==> src/design/kdsc_pkg.sv <==
// ----------------------------------------------------------------------------
// kdsc_pkg
// Shared types and constants of the keyboard/display scan controller.
// ----------------------------------------------------------------------------
package kdsc_pkg;

    localparam int DISPLAY_DEPTH_DEF = 16;
    localparam int FIFO_DEPTH = 8;
    localparam int SENSOR_DEPTH = 8;

    localparam logic [1:0] ACT_TICK  = 2'd0;
    localparam logic [1:0] ACT_READ  = 2'd1;
    localparam logic [1:0] ACT_WRITE = 2'd2;
    localparam logic [1:0] ACT_NONE  = 2'd3;

    localparam logic [2:0] CMD_MODE     = 3'd0;
    localparam logic [2:0] CMD_CLOCK    = 3'd1;
    localparam logic [2:0] CMD_RD_FIFO  = 3'd2;
    localparam logic [2:0] CMD_RD_DISP  = 3'd3;
    localparam logic [2:0] CMD_WR_DISP  = 3'd4;
    localparam logic [2:0] CMD_MASK     = 3'd5;
    localparam logic [2:0] CMD_CLEAR    = 3'd6;
    localparam logic [2:0] CMD_END_INT  = 3'd7;

    typedef struct packed {
        logic [1:0] action;
        logic       addr_select;
        logic [7:0] write_byte;
        logic [7:0] return_lines;
        logic       shift_level;
        logic       ctrl_level;
    } t_in_item;

    typedef struct packed {
        logic [7:0] read_byte;
        logic       irq_level;
        logic [3:0] scan_lines;
        logic [7:0] display_digit;
    } t_out_item;

endpackage

==> src/design/kdsc_if.sv <==
// ----------------------------------------------------------------------------
// kdsc_if
// Valid/ready channel carrying one item of type T.
// ----------------------------------------------------------------------------
interface kdsc_if #(parameter type T = logic) ();
    logic valid;
    logic ready;
    T     data;
    modport source (output valid, output data, input ready);
    modport sink   (input valid, input data, output ready);
endinterface

==> src/design/keyboard_display_scan_controller_core.sv <==
// ----------------------------------------------------------------------------
// keyboard_display_scan_controller_core
// One item per cycle unless the output stalls: scan ticks and bus accesses
// update the FIFO, sensor RAM and display RAM, and a result register holds
// the reply, valid in the cycle after acceptance. An item is accepted in
// every cycle in which the result register is empty or being taken.
// ----------------------------------------------------------------------------
module keyboard_display_scan_controller_core #(
    parameter int DISPLAY_DEPTH = kdsc_pkg::DISPLAY_DEPTH_DEF
) (
    input  logic i_clk,
    input  logic i_rst_n,
    kdsc_if.sink   i_in,
    kdsc_if.source o_out
);
    localparam int FD = kdsc_pkg::FIFO_DEPTH;

    logic [4:0] r_mode, n_mode;
    logic [4:0] r_wmask, n_wmask;
    logic [7:0] r_fifo [FD], n_fifo [FD];
    logic [7:0] r_sens [8], n_sens [8];
    logic [7:0] r_disp [DISPLAY_DEPTH], n_disp [DISPLAY_DEPTH];
    logic [7:0] r_stat, n_stat;
    logic [3:0] r_dptr, n_dptr;
    logic [2:0] r_sptr, n_sptr;
    logic       r_ainc, n_ainc, r_rdd, n_rdd, r_pctrl, n_pctrl, r_sem, n_sem;
    logic [3:0] r_scan, n_scan;
    logic [5:0] r_pkey, n_pkey;
    logic [1:0] r_deb, n_deb;
    logic       r_irq, n_irq;
    logic       r_ov;
    kdsc_pkg::t_out_item r_out, n_out;

    logic accept;
    assign i_in.ready  = !r_ov || o_out.ready;
    assign accept      = i_in.valid && i_in.ready;
    assign o_out.valid = r_ov;
    assign o_out.data  = r_out;

    function automatic logic [3:0] didx(input logic [3:0] a);
        logic [4:0] t;
        t = {1'b0, a};
        if (t >= 5'(DISPLAY_DEPTH)) t = t - 5'(DISPLAY_DEPTH);
        return t[3:0];
    endfunction

    always_comb begin
        kdsc_pkg::t_in_item it;
        logic [7:0] rl, kd, rb, d8, fv;
        logic [2:0] addr, sz;
        logic [1:0] kind;
        logic       strobe, push, lines_m;
        logic [4:0] d;
        logic [3:0] a, m, lines;
        it = i_in.data;
        n_mode = r_mode; n_wmask = r_wmask; n_fifo = r_fifo; n_sens = r_sens;
        n_disp = r_disp; n_stat = r_stat; n_dptr = r_dptr; n_sptr = r_sptr;
        n_ainc = r_ainc; n_rdd = r_rdd; n_pctrl = r_pctrl; n_sem = r_sem;
        n_scan = r_scan; n_pkey = r_pkey; n_deb = r_deb; n_irq = r_irq;
        rb = '0; push = 1'b0; fv = '0; lines_m = 1'b0; d8 = '0;
        rl = ~it.return_lines;
        addr = r_scan[2:0];
        kd = rl & ~r_sens[addr];
        kind = r_mode[2:1];
        strobe = it.ctrl_level && !r_pctrl;
        d = it.write_byte[4:0];
        a = didx(r_dptr);
        sz = r_stat[2:0];
        if (accept) begin
            case (it.action)
                kdsc_pkg::ACT_TICK: begin
                    n_pctrl = it.ctrl_level;
                    if (kind <= 2'd1) begin
                        // Only one key can be pushed per tick: after a push
                        // the counter is zero and the next down key restarts.
                        for (int i = 0; i < 8; i++) begin
                            if (kd[i]) begin
                                if (n_deb == 2'd0) begin
                                    n_pkey = {addr, 3'(i)};
                                    n_deb = 2'd1;
                                end else if (n_pkey != {addr, 3'(i)}) begin
                                    n_deb = n_deb;
                                end else if (n_deb >= 2'd2) begin
                                    push = 1'b1;
                                    fv = {it.ctrl_level, it.shift_level, n_pkey};
                                    n_sens[addr][i] = 1'b1;
                                    n_deb = 2'd0;
                                end else begin
                                    n_deb = n_deb + 2'd1;
                                end
                            end
                        end
                        if (n_pkey[5:3] == addr && !rl[n_pkey[2:0]]) n_deb = 2'd0;
                        n_sens[addr] = n_sens[addr] & rl;
                    end else if (kind == 2'd2) begin
                        if (kd != 8'd0 && !r_sem) n_stat[6] = 1'b1;
                        if (r_sens[addr] != rl) begin
                            n_sens[addr] = rl;
                            n_irq = 1'b1;
                        end
                    end else begin
                        if (strobe) begin
                            push = 1'b1;
                            fv = rl;
                        end
                        n_sens[addr] = rl;
                    end
                    n_scan = (r_scan + 4'd1) & (r_mode[0] ? 4'd3 : 4'd15);
                end
                kdsc_pkg::ACT_READ: begin
                    if (it.addr_select) rb = r_stat;
                    else if (r_rdd) begin
                        rb = r_disp[a];
                        if (r_ainc) n_dptr = r_dptr + 4'd1;
                    end else if (r_mode[2:1] == 2'd2) begin
                        rb = r_sens[r_sptr];
                        if (r_ainc) n_sptr = r_sptr + 3'd1;
                        else n_irq = 1'b0;
                    end else begin
                        rb = r_fifo[0];
                        if (r_stat[5:3] == 3'b000) begin
                            if (sz == 3'd0) n_stat[4] = 1'b1;
                            else begin
                                for (int i = 1; i < FD; i++) n_fifo[i-1] = r_fifo[i];
                                sz = sz - 3'd1;
                                if (sz == 3'd0) n_irq = 1'b0;
                            end
                        end else if (r_stat[5:3] == 3'b101 || r_stat[5:3] == 3'b001) begin
                            for (int i = 1; i < FD; i++) n_fifo[i-1] = r_fifo[i];
                        end
                        n_stat = (n_stat & 8'hd0) | {5'd0, sz};
                    end
                end
                kdsc_pkg::ACT_WRITE: begin
                    if (it.addr_select) begin
                        case (it.write_byte[7:5])
                            kdsc_pkg::CMD_MODE: n_mode = d;
                            kdsc_pkg::CMD_RD_FIFO: begin
                                n_rdd = 1'b0;
                                if (r_mode[2:1] == 2'd2) begin
                                    n_ainc = d[4];
                                    n_sptr = d[2:0];
                                end
                            end
                            kdsc_pkg::CMD_RD_DISP: begin
                                n_rdd = 1'b1; n_dptr = d[3:0]; n_ainc = d[4];
                            end
                            kdsc_pkg::CMD_WR_DISP: begin
                                n_dptr = d[3:0]; n_ainc = d[4];
                            end
                            kdsc_pkg::CMD_MASK: n_wmask = d;
                            kdsc_pkg::CMD_CLEAR: begin
                                case (d[3:2])
                                    2'd2:    d8 = 8'h20;
                                    2'd3:    d8 = 8'hff;
                                    default: d8 = 8'h00;
                                endcase
                                if (d[4] || d[0])
                                    for (int i = 0; i < DISPLAY_DEPTH; i++) n_disp[i] = d8;
                                n_stat[7] = 1'b0;
                                n_dptr = '0;
                                if (d[1:0] != 2'd0) begin
                                    n_stat = n_stat & 8'h80;
                                    n_sptr = '0; n_deb = '0; n_irq = 1'b0;
                                end
                            end
                            kdsc_pkg::CMD_END_INT: begin
                                n_irq = 1'b0; n_sem = d[4]; n_stat[6] = 1'b0;
                            end
                            default: n_mode = r_mode;
                        endcase
                    end else if (!(r_mode[4] && r_ainc)) begin
                        if (!r_wmask[2]) n_disp[a][3:0] = it.write_byte[3:0];
                        if (!r_wmask[3]) n_disp[a][7:4] = it.write_byte[7:4];
                        if (r_ainc) n_dptr = r_dptr + 4'd1;
                    end
                end
                default: rb = '0;
            endcase
            // At most one push per item, applied to the post-read status.
            if (push && !n_stat[5] && !n_stat[6]) begin
                if (n_stat[3]) n_stat[5] = 1'b1;
                else begin
                    n_fifo[n_stat[2:0]] = fv;
                    if (n_stat[2:0] == 3'd7) n_stat[3] = 1'b1;
                    else n_stat = (n_stat & 8'he8) + {5'd0, n_stat[2:0]} + 8'd1;
                    if (n_stat[2:0] == 3'd1 && !n_stat[3]) n_irq = 1'b1;
                    if (r_stat[2:0] == 3'd0 && n_stat[3]) n_irq = 1'b1;
                end
            end
        end
        if (n_mode[0]) begin
            m = 4'd3;
            lines = ~(4'd1 << n_scan[1:0]);
        end else begin
            m = n_mode[3] ? 4'd15 : 4'd7;
            lines = n_scan;
        end
        n_out.read_byte = rb;
        n_out.irq_level = n_irq;
        n_out.scan_lines = lines;
        n_out.display_digit = n_disp[didx(n_scan & m)];
        lines_m = 1'b0;
        n_out.read_byte = rb | {7'd0, lines_m};
    end

    always_ff @(posedge i_clk) begin
        if (!i_rst_n) begin
            r_mode <= 5'd8; r_wmask <= '0; r_stat <= '0; r_dptr <= '0;
            r_sptr <= '0; r_ainc <= 1'b1; r_rdd <= 1'b0; r_pctrl <= 1'b1;
            r_sem <= 1'b0; r_scan <= '0; r_pkey <= '0; r_deb <= '0;
            r_irq <= 1'b0; r_ov <= 1'b0;
            for (int i = 0; i < FD; i++) r_fifo[i] <= '0;
            for (int i = 0; i < 8; i++) r_sens[i] <= '0;
            for (int i = 0; i < DISPLAY_DEPTH; i++) r_disp[i] <= '0;
        end else begin
            r_mode <= n_mode; r_wmask <= n_wmask; r_stat <= n_stat;
            r_dptr <= n_dptr; r_sptr <= n_sptr; r_ainc <= n_ainc; r_rdd <= n_rdd;
            r_pctrl <= n_pctrl; r_sem <= n_sem; r_scan <= n_scan; r_pkey <= n_pkey;
            r_deb <= n_deb; r_irq <= n_irq;
            r_fifo <= n_fifo; r_sens <= n_sens; r_disp <= n_disp;
            if (accept) r_ov <= 1'b1;
            else if (o_out.ready) r_ov <= 1'b0;
        end
    end

    always_ff @(posedge i_clk) begin
        if (accept) r_out <= n_out;
    end

    a_stall_hold: assert property (@(posedge i_clk) disable iff (!i_rst_n)
        r_ov && !o_out.ready |=> r_ov && $stable(r_out))
        else $error("result changed while stalled");
    a_stat7: assert property (@(posedge i_clk) disable iff (!i_rst_n)
        !r_stat[7]) else $error("status bit 7 set");
    a_full_count: assert property (@(posedge i_clk) disable iff (!i_rst_n)
        r_stat[3] |-> r_stat[2:0] == 3'd7) else $error("full with short count");
endmodule

==> src/flat_wrapper.sv <==
// flat-port wrapper written by rule: the top's interface ports become plain ports
module keyboard_display_scan_controller_core_flat 
#(
    parameter int DISPLAY_DEPTH = kdsc_pkg::DISPLAY_DEPTH_DEF
)
  (i_clk, i_rst_n, i_in_valid, i_in_data, i_in_ready, o_out_valid, o_out_data, o_out_ready);
  kdsc_if #(.T(kdsc_pkg::t_in_item)) i_in_i ();
  kdsc_if #(.T(kdsc_pkg::t_out_item)) o_out_i ();
  input  logic i_clk;
  input  logic i_rst_n;
  input wire logic [$bits(i_in_i.valid)-1:0] i_in_valid;
  input wire logic [$bits(i_in_i.data)-1:0] i_in_data;
  output wire logic [$bits(i_in_i.ready)-1:0] i_in_ready;
  output wire logic [$bits(o_out_i.valid)-1:0] o_out_valid;
  output wire logic [$bits(o_out_i.data)-1:0] o_out_data;
  input wire logic [$bits(o_out_i.ready)-1:0] o_out_ready;
  assign i_in_i.valid = i_in_valid;
  assign i_in_i.data = i_in_data;
  assign i_in_ready = i_in_i.ready;
  assign o_out_valid = o_out_i.valid;
  assign o_out_data = o_out_i.data;
  assign o_out_i.ready = o_out_ready;
  keyboard_display_scan_controller_core #(.DISPLAY_DEPTH(DISPLAY_DEPTH)) u_core (.i_clk(i_clk), .i_rst_n(i_rst_n), .i_in(i_in_i), .o_out(o_out_i));
endmodule
==> config.mk <==
export PLATFORM = sky130hd
export DESIGN_NAME = keyboard_display_scan_controller_core_flat
export DESIGN_NICKNAME = d
export VERILOG_FILES = /design/src/design/kdsc_pkg.sv /design/src/design/kdsc_if.sv /design/src/design/keyboard_display_scan_controller_core.sv /design/src/flat_wrapper.sv
export SDC_FILE = /design/constraint.sdc
export NUM_CORES = 1
export LEC_CHECK = 0
export BUFFER_PORTS_ARGS = -buffer_cell sky130_fd_sc_hd__clkbuf_2
export CORE_ASPECT_RATIO = 0.5
export CORE_MARGIN = 2
export CORE_UTILIZATION = 45
export DETAILED_ROUTE_END_ITERATION = 10
export SLEW_MARGIN = 20
export SYNTH_ARGS = -nofsm -noshare
export SYNTH_HDL_FRONTEND = slang
export SYNTH_SLANG_ARGS = --single-unit
==> constraint.sdc <==
create_clock -name i_clk -period 6.4 [get_ports i_clk]
set_input_delay 1.28 -clock i_clk [delete_from_list [all_inputs] [get_ports i_clk]]
set_output_delay 1.28 -clock i_clk [all_outputs]
set_load 0.05 [all_outputs]
# == Word level (Yosys, flattened, before mapping) ==
# Index checks and enable logic that the tools add are counted.
# W data, S select, Z words.
# classes
n_eq_ne,41
muxes,410
addsub,14
n_lt_le_gt_ge,18
n_mul,0
div,0
n_reduce_logical,55
n_shift,1
bitwise_logic,22
# ops
cell,n
$mux W64,61
$mux W128,12
$mux W8,65
$or A64 B64 Y64,8
$mux W56,8
$mux W6,43
$bwmux W128,2
$demux W8 S3,10
$bwmux W64,3
$mux W2,60
$mux W1,83
$bmux W8 S3,3
$mux W4,18
$bmux W8 S4,2
$demux W8 S4,2
$mux W3,19
$ne A6 B6 Y1,8
$eq A3 B3 Y1 const B,6
$logic_not A2 Y1,9
$add A2 B1 Y2 const B,8
$and A8 B8 Y8,2
$ge A2 B2 Y1 const B,8
$not A8 Y8,2
$pmux W4 S2,2
other kinds (51),117
# totals
output_inout_bits,23
regBits,319
latchBits,0
mem_count,0
rom_bits,0
elab_cells,612
inputBits,25
ramBits,0

# == Longest topological paths before layout ==
# Gate-level depths: netlist of run 1.
# logic_depth
ltp_word,77
ltp_mapped,23

# == Worst setup path before layout of run 1 ==
# OpenSTA, ideal clock, no wires.
# synth_timing
path_kind,flip-flop to flip-flop
start,reg u_core.r_scan[0]
end,reg u_core.r_fifo[18] in the netlist's numbering
period_less_slack_ns,5.315
t_arrival_ns,5.196
path_slack_ns,1.085
t_required_ns,6.281
n_path_buf,6
path_stages_with_launch,21
cell_sequence,dfxtp_1 clkbuf_1 clkbuf_1 nand2_1 nor2_1 clkbuf_1 a22oi_1 and4_1 ha_1 clkbuf_1 nor3b_1 a32o_2 or4_4 a211o_1 mux2_2 or3_1 buf_6 a2111o_1 buf_6 mux2i_1 o221a_2
# synth_via
elab_chain_len,69
# synth_rtl
element,line,source
"start, declared",keyboard_display_scan_controller_core.sv:27,"logic [3:0] r_scan, n_scan;"
"start signal, assigned",keyboard_display_scan_controller_core.sv:219,r_pctrl <= n_pctrl; r_sem <= n_sem; r_scan <= n_scan; r_pkey <= n_pkey;
$not A3 Y4 (implied by the code),keyboard_display_scan_controller_core.sv:63,kd = rl & ~r_sens[addr];
$bmux W8 S3,keyboard_display_scan_controller_core.sv:63,
$mux W8 (implied by the code) (2 in series),keyboard_display_scan_controller_core.sv:63,
$not A8 Y8,keyboard_display_scan_controller_core.sv:63,
$and A8 B8 Y8,keyboard_display_scan_controller_core.sv:63,
$mux W2,keyboard_display_scan_controller_core.sv:77,if (kd[i]) begin
$mux W2,keyboard_display_scan_controller_core.sv:73,if (kind <= 2'd1) begin
$mux W2,keyboard_display_scan_controller_core.sv:70,case (it.action)
(+52 left out),--,
$mux W8 / $mux W1 (equally long branches),keyboard_display_scan_controller_core.sv:78,if (n_deb == 2'd0) begin
$mux W8 / $mux W1 (equally long branches),keyboard_display_scan_controller_core.sv:77,
$mux W8 / $mux W1 (equally long branches),keyboard_display_scan_controller_core.sv:73,
$mux W8 / $mux W1 (equally long branches),keyboard_display_scan_controller_core.sv:70,
$mux W8 / $mux W1 (equally long branches),keyboard_display_scan_controller_core.sv:69,if (accept) begin
$bwmux W64 / $logic_and A1 B1 Y1 (equally long branches),"keyboard_display_scan_controller_core.sv:184, keyboard_display_scan_controller_core.sv:181",
$mux W64 / $logic_and A1 B1 Y1 (equally long branches),"keyboard_display_scan_controller_core.sv:182, keyboard_display_scan_controller_core.sv:181",
$mux W64 (*),keyboard_display_scan_controller_core.sv:181,if (push && !n_stat[5] && !n_stat[6]) begin
"end signal, assigned",keyboard_display_scan_controller_core.sv:221,r_fifo <= n_fifo; r_sens <= n_sens; r_disp <= n_disp;
"end, declared",keyboard_display_scan_controller_core.sv:20,"logic [7:0] r_fifo [FD], n_fifo [FD];"
# Mark *: on every way between the ends. The rest lies on a longest branch, timed or not. The select of a mux whose other input is x is not followed.
# A chain may end at the register's enable or synchronous reset.

# == Final worst setup path of run 1 ==
# layout_timing
start,reg u_core.r_scan[0]
end,reg u_core.r_fifo[5] in the netlist's numbering
# layout_via
elab_chain_len,69
# layout_rtl
element,line,source
$not A3 Y4 (implied by the code),keyboard_display_scan_controller_core.sv:63,
$bmux W8 S3,keyboard_display_scan_controller_core.sv:63,
$mux W8 (implied by the code) (2 in series),keyboard_display_scan_controller_core.sv:63,
$not A8 Y8,keyboard_display_scan_controller_core.sv:63,
$and A8 B8 Y8,keyboard_display_scan_controller_core.sv:63,
$mux W2,keyboard_display_scan_controller_core.sv:77,
$mux W2,keyboard_display_scan_controller_core.sv:73,
$mux W2,keyboard_display_scan_controller_core.sv:70,
(+51 left out),--,
$mux W1,keyboard_display_scan_controller_core.sv:81,"end else if (n_pkey != {addr, 3'(i)}) begin"
$mux W1,keyboard_display_scan_controller_core.sv:78,
$mux W1,keyboard_display_scan_controller_core.sv:77,
$mux W1,keyboard_display_scan_controller_core.sv:73,
$mux W1,keyboard_display_scan_controller_core.sv:70,
$mux W1,keyboard_display_scan_controller_core.sv:69,
$logic_and A1 B1 Y1 (2 in series),keyboard_display_scan_controller_core.sv:181,
$reduce_and A3 Y1 (no source line),--,
# Several ways; a longest one is shown, not always the timed one. The select of a mux whose other input is x is not followed.

==> summary.md, run 1 <==
| Metric | Value |
|---|---|
| First-iteration detailed-routing DRC count | `2261` |
| Antenna cell count | `0` |
| Post-synthesis net count | `2364` |
| Post-detailed-route count of antenna-violating nets | `0` |
| Fraction of power spent switching nets | `0.273` |
| Ports placed on the boundary | `48` |
| Core area | `between 40000 and 50000 sq um` |
| Reg-to-reg endpoint | `u_core.r_fifo[5]` |
| Peak supply drop | `0.149 mV` |
| Peak fanout along the critical path | `17` |
| Largest net degree at the start of global routing | `126` |
| H-tree levels | `2` |
| Leakage component of the power | `between 7 and 8 nW` |
| Worst setup path category | `register to register` |
| Sequential share of power | `0.439` |
| Cell count after synthesis | `2316` |
| Antenna violations before repair | `1` |
| Critical hold path startpoint | `u_core.r_fifo[0]` |
| Most common cell after layout, fill and taps aside | `sky130_fd_sc_hd__nand2_1` |
| Total of buffers placed on input and output ports | `47` |
| Clock-pin transition on the worst setup and hold timing paths | `around 0.060 ns` |
| Unrepaired setup endpoints after global routing | `true` |
| Final HPWL DP | `43600 um` |
| Count of different cell masters after synthesis | `88` |
| FFs w/ async S/R, synth | `0` |
| Total vias in the final route | `18200` |
| Via count of the first global-routing pass | `16500` |
| Worst Hold Path Cells | `2` |
| Initial Util | `0.458` |
| Number of warning messages in the yosys log | `0` |
| Min-Delay Endpoint | `u_core.r_fifo[0]` |
| Final Core Density | `0.502` |
| TritonCTS sink count | `316` |
| Portion of total power attributed to combinational logic | `0.117` |
| Tightest slew margin relative to the limit | `0.242` |
| CTS tree | `done` |
| Worst setup skew after layout | `0.0177 ns` |
| Endpoint kind of the worst setup timing path | `register` |
| Endpoint required time on the critical path | `just under 7 ns` |
| Final worst hold slack | `about 0.46 ns` |
| Area added between synthesis and finish | `9.56%` |
| Remaining routing DRC violations | `0` |
| Power per cell area | `222 nW/um^2` |
| Critical path startpoint | `u_core.r_scan[0]` |
| Clock share of power | `0.444` |
| Insertion delay to the later sink of the worst-skew pair | `0.54 ns` |
| Via density per instance | `between 6 and 7` |
| Total count of hold-check failures in the final report | `0` |
| Number of buffers created by CTS | `34` |
| Die Y-Extent | `150 um` |
| First-pass iteration count of the detailed router | `6` |
| Share of the yosys chip area belonging to registers | `0.339` |
| Mean Syn Cell Area | `8.32 sq um` |
| Post-detailed-routing wire length | `~65000 um` |
| Final RePlAce weighted congestion | `0.936` |
| Arrival time worst endpoint | `~6.5 ns` |
| Final worst path period share | `0.944` |
| Horiz. Die Dim | `between 200 and 300 um` |
| Setup-violating endpoint count in the final report | `0` |
| Clock period minus final worst setup slack | `6.04 ns` |
| Overflow after GRT | `0` |
| CTS max path bufs | `3` |
| Overall die area | `roughly 45000 sq um` |
| Clock root buffer | `sky130_fd_sc_hd__clkbuf_16` |
| Commonest cells after routing, fill and taps aside | `sky130_fd_sc_hd__nand2_1, sky130_fd_sc_hd__dfxtp_1, sky130_fd_sc_hd__a21oi_1, sky130_fd_sc_hd__o21ai_0, sky130_fd_sc_hd__nor2_1` |
| Highest clock frequency the design can meet | `166 MHz` |
| Number of maximum-capacitance constraint violations | `0` |
| Kind of start point of the critical path | `register` |
| Critical register-to-register path startpoint | `u_core.r_scan[0]` |
| EDFF count, synth | `21` |
| Filler Cells Inserted | `4047` |
| Design internal power | `0.00341 W` |
| Post-Syn Area | `between 15000 and 20000 sq um` |
| Synth Flop Type | `sky130_fd_sc_hd__dfxtp_1` |
| Worst hold path class | `register to register` |
| Wire length of the first global-routing pass | `99300 um` |
| Worst-case reg-to-reg path depth | `18` |
| Proportion of layout cells with a drive suffix above 1 | `0.132` |
| WL per Instance | `22.6 um` |
| Reg2Reg Setup Slack | `about 0.36 ns` |
| Result of the run | `completed` |
| Aggregate global-route resource usage | `0.282` |
| Net count reported at finish | `2314` |
| Switching Power | `0.00128 W` |
| Final slew viol count | `0` |
| Measured slew at the worst slew-check pin | `~1.1 ns` |
| Number of placement rows | `53` |
| Flops & latches, synth | `316` |
==> registers in the layout, indices dropped and copies added, names as in the netlist <==
| register | count |
|---|---|
| u_core.r_disp | 128 |
| u_core.r_fifo | 64 |
| u_core.r_sens | 64 |
| u_core.o_out.data | 21 |
| u_core.r_stat | 7 |
| u_core.r_pkey | 6 |
| u_core.r_mode | 5 |
| u_core.r_dptr | 4 |
| u_core.r_scan | 4 |
| u_core.r_sptr | 3 |
| u_core.r_deb | 2 |
| u_core.r_wmask | 2 |
| u_core.o_out.valid | 1 |
| u_core.r_ainc | 1 |
| u_core.r_irq | 1 |
| u_core.r_pctrl | 1 |
| u_core.r_rdd | 1 |
| u_core.r_sem | 1 |
==> power groups by stage <==
| stage | clock (W) | combinational [W] | sequential (W) |
|---|---|---|---|
| 4_1_cts | 0.00211 | 0.000540 | 0.00206 |
| 5_1_grt | 0.00219 | 0.000593 | 0.00206 |
| 3_5_place_dp | 0 | 0.000538 | 0.00210 |
| 2_1_floorplan | 0 | 0.000365 | 0.00211 |
| 6_report | 0.00209 | 0.000551 | 0.00206 |
| 3_3_place_gp | 0 | 0.000539 | 0.00210 |
==> logic make-up after synthesis <==
family          after synthesis  synth area share
simple gates                852             0.207
compound gates              734             0.253
flops                       316             0.339
buf+inv                     237            0.0487
mux                         144             0.132
fa+ha+maj                    23            0.0149
xor+xnor                     10           0.00454
==> per-layer routing <==
metal,up-vias,wire length [um],GRT usage
met3,80,5610,0.0483
met2,836,27800,0.422
met5,-,0,0
met1,8788,30100,0.419
met4,0,1160,0.0706
li1,8453,-,-
==> per-stage QoR <==
| step | TNS [ns] | cell area, sq um | setup WS, ns | total power [W] | cells |
|---|---|---|---|---|---|
| 6_report | 0 | 21100 | 0.361 | 0.00470 | 2868 |
| 5_1_grt | -0.00226 | 21100 | -0.00226 | 0.00485 | 2868 |
| 4_1_cts | 0 | 21100 | 0.376 | 0.00471 | 2863 |
| 3_5_place_dp | 0 | 19900 | 0.394 | 0.00264 | 2802 |
| 3_3_place_gp | 0 | 19900 | 0.524 | 0.00264 | 2802 |
| 2_1_floorplan | 0 | 19300 | 1.09 | 0.00248 | 2316 |
==> Yosys cell counts (5+ instances only) <==
| cell type | count | area share |
|---|---|---|
| sky130_fd_sc_hd__nand2_1 | 369 | 0.072 |
| sky130_fd_sc_hd__dfxtp_1 | 295 | 0.31 |
| sky130_fd_sc_hd__a21oi_1 | 193 | 0.050 |
| sky130_fd_sc_hd__o21ai_0 | 173 | 0.045 |
| sky130_fd_sc_hd__nor2_1 | 161 | 0.031 |
| sky130_fd_sc_hd__clkbuf_1 | 159 | 0.031 |
| sky130_fd_sc_hd__and2_1 | 133 | 0.043 |
| sky130_fd_sc_hd__mux4_2 | 88 | 0.10 |
| sky130_fd_sc_hd__o211ai_1 | 74 | 0.029 |
| sky130_fd_sc_hd__mux2i_1 | 49 | 0.025 |
| sky130_fd_sc_hd__a221o_1 | 48 | 0.025 |
| sky130_fd_sc_hd__inv_1 | 48 | 0.0093 |
| sky130_fd_sc_hd__a211oi_1 | 42 | 0.016 |
| sky130_fd_sc_hd__o22ai_1 | 41 | 0.013 |
| sky130_fd_sc_hd__nor3_1 | 40 | 0.010 |
| sky130_fd_sc_hd__nand3_1 | 34 | 0.0088 |
| sky130_fd_sc_hd__a22oi_1 | 24 | 0.0093 |
| sky130_fd_sc_hd__ha_1 | 23 | 0.015 |
| sky130_fd_sc_hd__a31oi_1 | 21 | 0.0068 |
| sky130_fd_sc_hd__edfxtp_1 | 21 | 0.033 |
| sky130_fd_sc_hd__nand2b_1 | 17 | 0.0055 |
| sky130_fd_sc_hd__o31ai_1 | 16 | 0.0062 |
| sky130_fd_sc_hd__o221a_2 | 14 | 0.0082 |
| sky130_fd_sc_hd__o221ai_1 | 14 | 0.0064 |
| sky130_fd_sc_hd__and3_1 | 13 | 0.0042 |
| sky130_fd_sc_hd__buf_1 | 13 | 0.0025 |
| sky130_fd_sc_hd__or3_1 | 11 | 0.0036 |
| sky130_fd_sc_hd__buf_2 | 10 | 0.0026 |
| sky130_fd_sc_hd__nor2b_1 | 9 | 0.0029 |
| sky130_fd_sc_hd__nor4_1 | 9 | 0.0029 |
| sky130_fd_sc_hd__or2_2 | 9 | 0.0029 |
| sky130_fd_sc_hd__nand4_1 | 8 | 0.0026 |
| sky130_fd_sc_hd__nor3b_1 | 8 | 0.0031 |
| sky130_fd_sc_hd__a21o_1 | 7 | 0.0027 |
| sky130_fd_sc_hd__mux2_2 | 7 | 0.0041 |
| sky130_fd_sc_hd__a221oi_1 | 6 | 0.0027 |
| sky130_fd_sc_hd__a22o_1 | 6 | 0.0027 |
| sky130_fd_sc_hd__nand3b_1 | 6 | 0.0023 |
| sky130_fd_sc_hd__xnor2_1 | 6 | 0.0027 |
| sky130_fd_sc_hd__and4_1 | 5 | 0.0023 |
==> layout make-up <==
type,instances,area (sq um),share of cell area
clock buffers,54,1020,0.0482
inverters,49,186,0.00883
well taps,577,722,0.0342
multi-input cells,1763,11800,0.561
repair buffers,102,688,0.0326
clock inverters,7,128,0.00604
flip-flops and latches,316,6540,0.310
==> critical path: stages, from the launching register on <==
cell	delay [ns]
sky130_fd_sc_hd__dfxtp_1	0.48
sky130_fd_sc_hd__buf_4	0.28
sky130_fd_sc_hd__and3b_1	0.42
sky130_fd_sc_hd__a22o_1	0.32
sky130_fd_sc_hd__a221oi_1	0.20
sky130_fd_sc_hd__and3_1	0.26
sky130_fd_sc_hd__ha_1	0.31
sky130_fd_sc_hd__nand3b_1	0.16
sky130_fd_sc_hd__a2bb2oi_1	0.27
sky130_fd_sc_hd__o21ai_2	0.12
sky130_fd_sc_hd__a211oi_4	0.43
sky130_fd_sc_hd__o22a_1	0.29
sky130_fd_sc_hd__a211oi_1	0.10
sky130_fd_sc_hd__or4_1	0.71
sky130_fd_sc_hd__nand2b_1	0.28
sky130_fd_sc_hd__o211ai_2	0.40
sky130_fd_sc_hd__or3_1	0.46
sky130_fd_sc_hd__mux2_2	0.39
sky130_fd_sc_hd__nor2_1	0.07
==> worst max-delay path by stage <==
stage / slack, ns / to
after global routing: -0.002 / u_core.r_fifo[39]
after global placement: 0.52 / u_core.r_fifo[11]
final: 0.36 / u_core.r_fifo[5]
after detailed placement: 0.39 / u_core.r_fifo[11]
after floorplan: 1.09 / u_core.r_fifo[18]
after CTS: 0.38 / u_core.r_fifo[11]
==> what timing repair did <==
item,4_1_cts,5_1_grt
buffers inserted,0,4
setup endpoints to repair,0,14
gates resized for setup,0,0
hold buffers,0,0
No activity file was read; power rests on OpenSTA's default activity.
==> run 2: changes to the inputs <==
CTS_CLUSTER_SIZE = 40   (was not set)
PLACE_DENSITY = 0.59   (was not set)
==> summary.md, run 2 (synthesis results as in run 1) <==
| Metric | Value |
|---|---|
| Unrepaired setup endpoints after global routing | `false (was true)` |
| Final HPWL DP | `43300 um (was 43600 um)` |
| Number of setup buffers added after CTS | `0 (unchanged)` |
| First-pass iteration count of the detailed router | `5 (was 6)` |
| Tightest slew margin relative to the limit | `0.323 (was 0.242)` |
| Remaining routing DRC violations | `0 (unchanged)` |
| Design internal power | `0.00333 W (was 0.00341 W)` |
| Leakage component of the power | `7.72 nW (was 7.77 nW)` |
| Critical path startpoint | `u_core.r_scan[0] (unchanged)` |
| Measured slew at the worst slew-check pin | `1.02 ns (was 1.14 ns)` |
| Placed cell area | `19900 sq um (about the same)` |
| Antenna violations before repair | `2 (was 1)` |
| TritonCTS sink count | `316 (unchanged)` |
| Fraction of power spent switching nets | `0.277 (was 0.273)` |
| Sequential share of power | `0.448 (was 0.439)` |
| Worst-case reg-to-reg path depth | `17 (was 18)` |
| Via density per instance | `6.39 (was 6.33)` |
| Proportion of layout cells with a drive suffix above 1 | `0.133 (was 0.132)` |
| Crit path cell chain | `nor2_1 -> and2_1 -> a22oi_1 -> and4_1 -> ha_1 -> nand2b_1 -> nor3b_1 -> a32o_2 -> mux2i_1 -> o211ai_1 -> a211o_1 -> mux2_2 -> or3_1 -> a2111o_1 -> a21oi_4 -> o21ai_2 -> a211oi_2 (was buf_4 -> and3b_1 -> a22o_1 -> a221oi_1 -> and3_1 -> ha_1 -> nand3b_1 -> a2bb2oi_1 -> o21ai_2 -> a211oi_4 -> o22a_1 -> a211oi_1 -> or4_1 -> nand2b_1 -> o211ai_2 -> or3_1 -> mux2_2 -> nor2_1)` |
| Reg2Reg Setup Slack | `0.41 ns (was 0.36 ns)` |
| Area added between synthesis and finish | `9.14% (was 9.56%)` |
| Most common cell after layout, fill and taps aside | `sky130_fd_sc_hd__nand2_1 (unchanged)` |
| Portion of total power attributed to combinational logic | `0.119 (was 0.117)` |
| Net count reported at finish | `2311 (was 2314)` |
| First-iteration detailed-routing DRC count | `2226 (was 2261)` |
| Wire length of the first global-routing pass | `100000 um (was 99300 um)` |
| Die Y-Extent | `150 um (unchanged)` |
| Worst setup path category | `register to register (unchanged)` |
| Post-CTS resize count | `0 (unchanged)` |
| Kind of start point of the critical path | `register (unchanged)` |
| Total of buffers placed on input and output ports | `47 (unchanged)` |
| Overflow after GRT | `0 (unchanged)` |
| Peak fanout along the critical path | `17 (unchanged)` |
| Total count of hold-check failures in the final report | `0 (unchanged)` |
| Power per cell area | `219 nW/um^2 (was 222 nW/um^2)` |
| Number of buffers created by CTS | `31 (was 34)` |
| Commonest cells after routing, fill and taps aside | `sky130_fd_sc_hd__nand2_1, sky130_fd_sc_hd__dfxtp_1, sky130_fd_sc_hd__a21oi_1, sky130_fd_sc_hd__o21ai_0, sky130_fd_sc_hd__nor2_1 (unchanged)` |
| Endpoint kind of the worst setup timing path | `register (unchanged)` |
| CTS max path bufs | `3 (unchanged)` |
| Worst hold path class | `register to register (unchanged)` |
| Horiz. Die Dim | `297 um (unchanged)` |
| Post-route standard cell area excluding fillers | `21000 sq um (was 21100 sq um)` |
| Final slew viol count | `0 (unchanged)` |
| Biggest cell delay along the critical path | `0.70 ns (was 0.71 ns)` |
| Termination of the worst setup path | `u_core.r_fifo[20] (was u_core.r_fifo[5])` |
| Number of buffers and inverters on the critical path | `0 (was 1)` |
| WL per Instance | `22.4 um (was 22.6 um)` |
| Initial Util | `0.458 (unchanged)` |
| Insertion delay to the later sink of the worst-skew pair | `0.62 ns (was 0.54 ns)` |
| Post-detailed-route count of antenna-violating nets | `0 (unchanged)` |
| Clock root buffer | `sky130_fd_sc_hd__clkbuf_16 (unchanged)` |
| H-tree levels | `1 (was 2)` |
| Arrival time worst endpoint | `6.51 ns (was 6.50 ns)` |
| Number of maximum-capacitance constraint violations | `0 (unchanged)` |
| Largest register FFs | `128 (unchanged)` |
| Largest reg by FF count | `u_core.r_disp (unchanged)` |
| Critical register-to-register path startpoint | `u_core.r_scan[0] (unchanged)` |
| Aggregate global-route resource usage | `0.283 (was 0.282)` |
| Via count of the first global-routing pass | `16600 (was 16500)` |
| Reg-to-reg endpoint | `u_core.r_fifo[20] (was u_core.r_fifo[5])` |
| Final worst path period share | `0.936 (was 0.944)` |
| Worst setup skew after layout | `0.0302 ns (was 0.0177 ns)` |
| Peak supply drop | `0.235 mV (was 0.149 mV)` |
| Clock period minus final worst setup slack | `5.99 ns (was 6.04 ns)` |
| # hold bufs at CTS | `0 (unchanged)` |
| Clock share of power | `0.433 (was 0.444)` |
| Core area | `42100 sq um (unchanged)` |
| Total vias in the final route | `18300 (was 18200)` |
| Ports placed on the boundary | `48 (unchanged)` |
| Setup-violating endpoint count in the final report | `0 (unchanged)` |
| Final RePlAce weighted congestion | `0.974 (was 0.936)` |
| Delay-heaviest family, CP | `compound AO/OA/AOI/OAI gates (was simple AND/OR/NAND/NOR gates)` |
| Filler Cells Inserted | `4049 (was 4047)` |
| Switching Power | `0.00128 W (about the same)` |
| Number of placement rows | `53 (unchanged)` |
| Result of the run | `completed (unchanged)` |
| Final Core Density | `0.500 (was 0.502)` |
| Clock-pin transition on the worst setup and hold timing paths | `0.07 ns (was 0.06 ns)` |
| Regs by FF count | `u_core.r_disp (128), u_core.r_fifo (64), u_core.r_sens (64) (unchanged)` |
| Endpoint required time on the critical path | `6.92 ns (was 6.86 ns)` |
| Highest clock frequency the design can meet | `167 MHz (was 166 MHz)` |
| Largest net degree at the start of global routing | `108 (was 126)` |
| Final setup TNS | `0 ns (unchanged)` |
| Slowest stage cell on the critical path | `sky130_fd_sc_hd__dfxtp_1 (was sky130_fd_sc_hd__or4_1)` |
| Overall die area | `44600 sq um (unchanged)` |
| CTS tree | `done (unchanged)` |
| Number of gates on the worst path with buffers counted | `17 (was 18)` |
| Post-detailed-routing wire length | `64200 um (was 64700 um)` |
[run 2: changes by cell type in the layout (fill, tap and decap cells not counted), moves of 2 or more]
cell / change
sky130_fd_sc_hd__clkbuf_16: -4
sky130_fd_sc_hd__buf_4: +2
sky130_fd_sc_hd__clkbuf_1: -6
sky130_fd_sc_hd__clkinvlp_4: +4
sky130_fd_sc_hd__bufinv_16: +2
sky130_fd_sc_hd__clkinv_4: +2
sky130_fd_sc_hd__clkbuf_8: -4
sky130_fd_sc_hd__buf_12: -2
sky130_fd_sc_hd__clkinv_2: +3
sky130_fd_sc_hd__diode_2: +2
[run 2: final cells by class]
type / instances / area, sq um / area share
clock buffer: 40 / 840 / 0.0399
multi-input combinational: 1763 / 11800 / 0.563
timing repair buffer: 102 / 663 / 0.0315
sequential: 316 / 6540 / 0.311
tap: 577 / 722 / 0.0343
clock inverter: 17 / 245 / 0.0117
antenna: 2 / 5.00 / 0.000238
inverter: 49 / 186 / 0.00886
[run 2: power groups by stage]
stage               Clock [W]  Sequential [W]  Combinational (W)
global placement            0         0.00211           0.000536
global route          0.00210         0.00207           0.000590
finish                0.00200         0.00206           0.000547
floorplan                   0         0.00211           0.000365
CTS                   0.00202         0.00206           0.000538
detailed placement          0         0.00211           0.000535
[run 2: through the flow]
stage,worst slack (ns),power [W],hold WS (ns),cells
after global placement,0.526,0.00264,0.447,2802
after global routing,0.0217,0.00476,0.484,2866
after floorplan,1.09,0.00248,0.435,2316
after detailed placement,0.435,0.00264,0.450,2802
after CTS,0.391,0.00462,0.460,2859
final,0.407,0.00460,0.458,2866
[run 2: worst min path at each step]
| stage | from | endpoint | slack [ns] | cells past startpoint |
|---|---|---|---|---|
| final | u_core.r_fifo[1] | u_core.r_fifo[1] | 0.46 | 2 |
| after CTS | u_core.r_fifo[1] | u_core.r_fifo[1] | 0.46 | 2 |
| after floorplan | u_core.r_pctrl | u_core.r_pctrl | 0.44 | 2 |
| after global routing | u_core.r_fifo[0] | u_core.r_fifo[0] | 0.48 | 2 |
| after detailed placement | u_core.r_fifo[1] | u_core.r_fifo[1] | 0.45 | 2 |
| after global placement | u_core.r_pctrl | u_core.r_pctrl | 0.45 | 2 |
[run 2: worst min-delay path, stage by stage (launching register included)]
cell                      delay [ns]
sky130_fd_sc_hd__dfxtp_1        0.31
sky130_fd_sc_hd__nand2_1        0.05
sky130_fd_sc_hd__a21oi_1        0.05
[run 2: metal layers]
layer  share of wire  track usage
met1            0.47        0.428
met2            0.43        0.424
met3           0.082       0.0371
met4           0.022       0.0685
met5               0            0
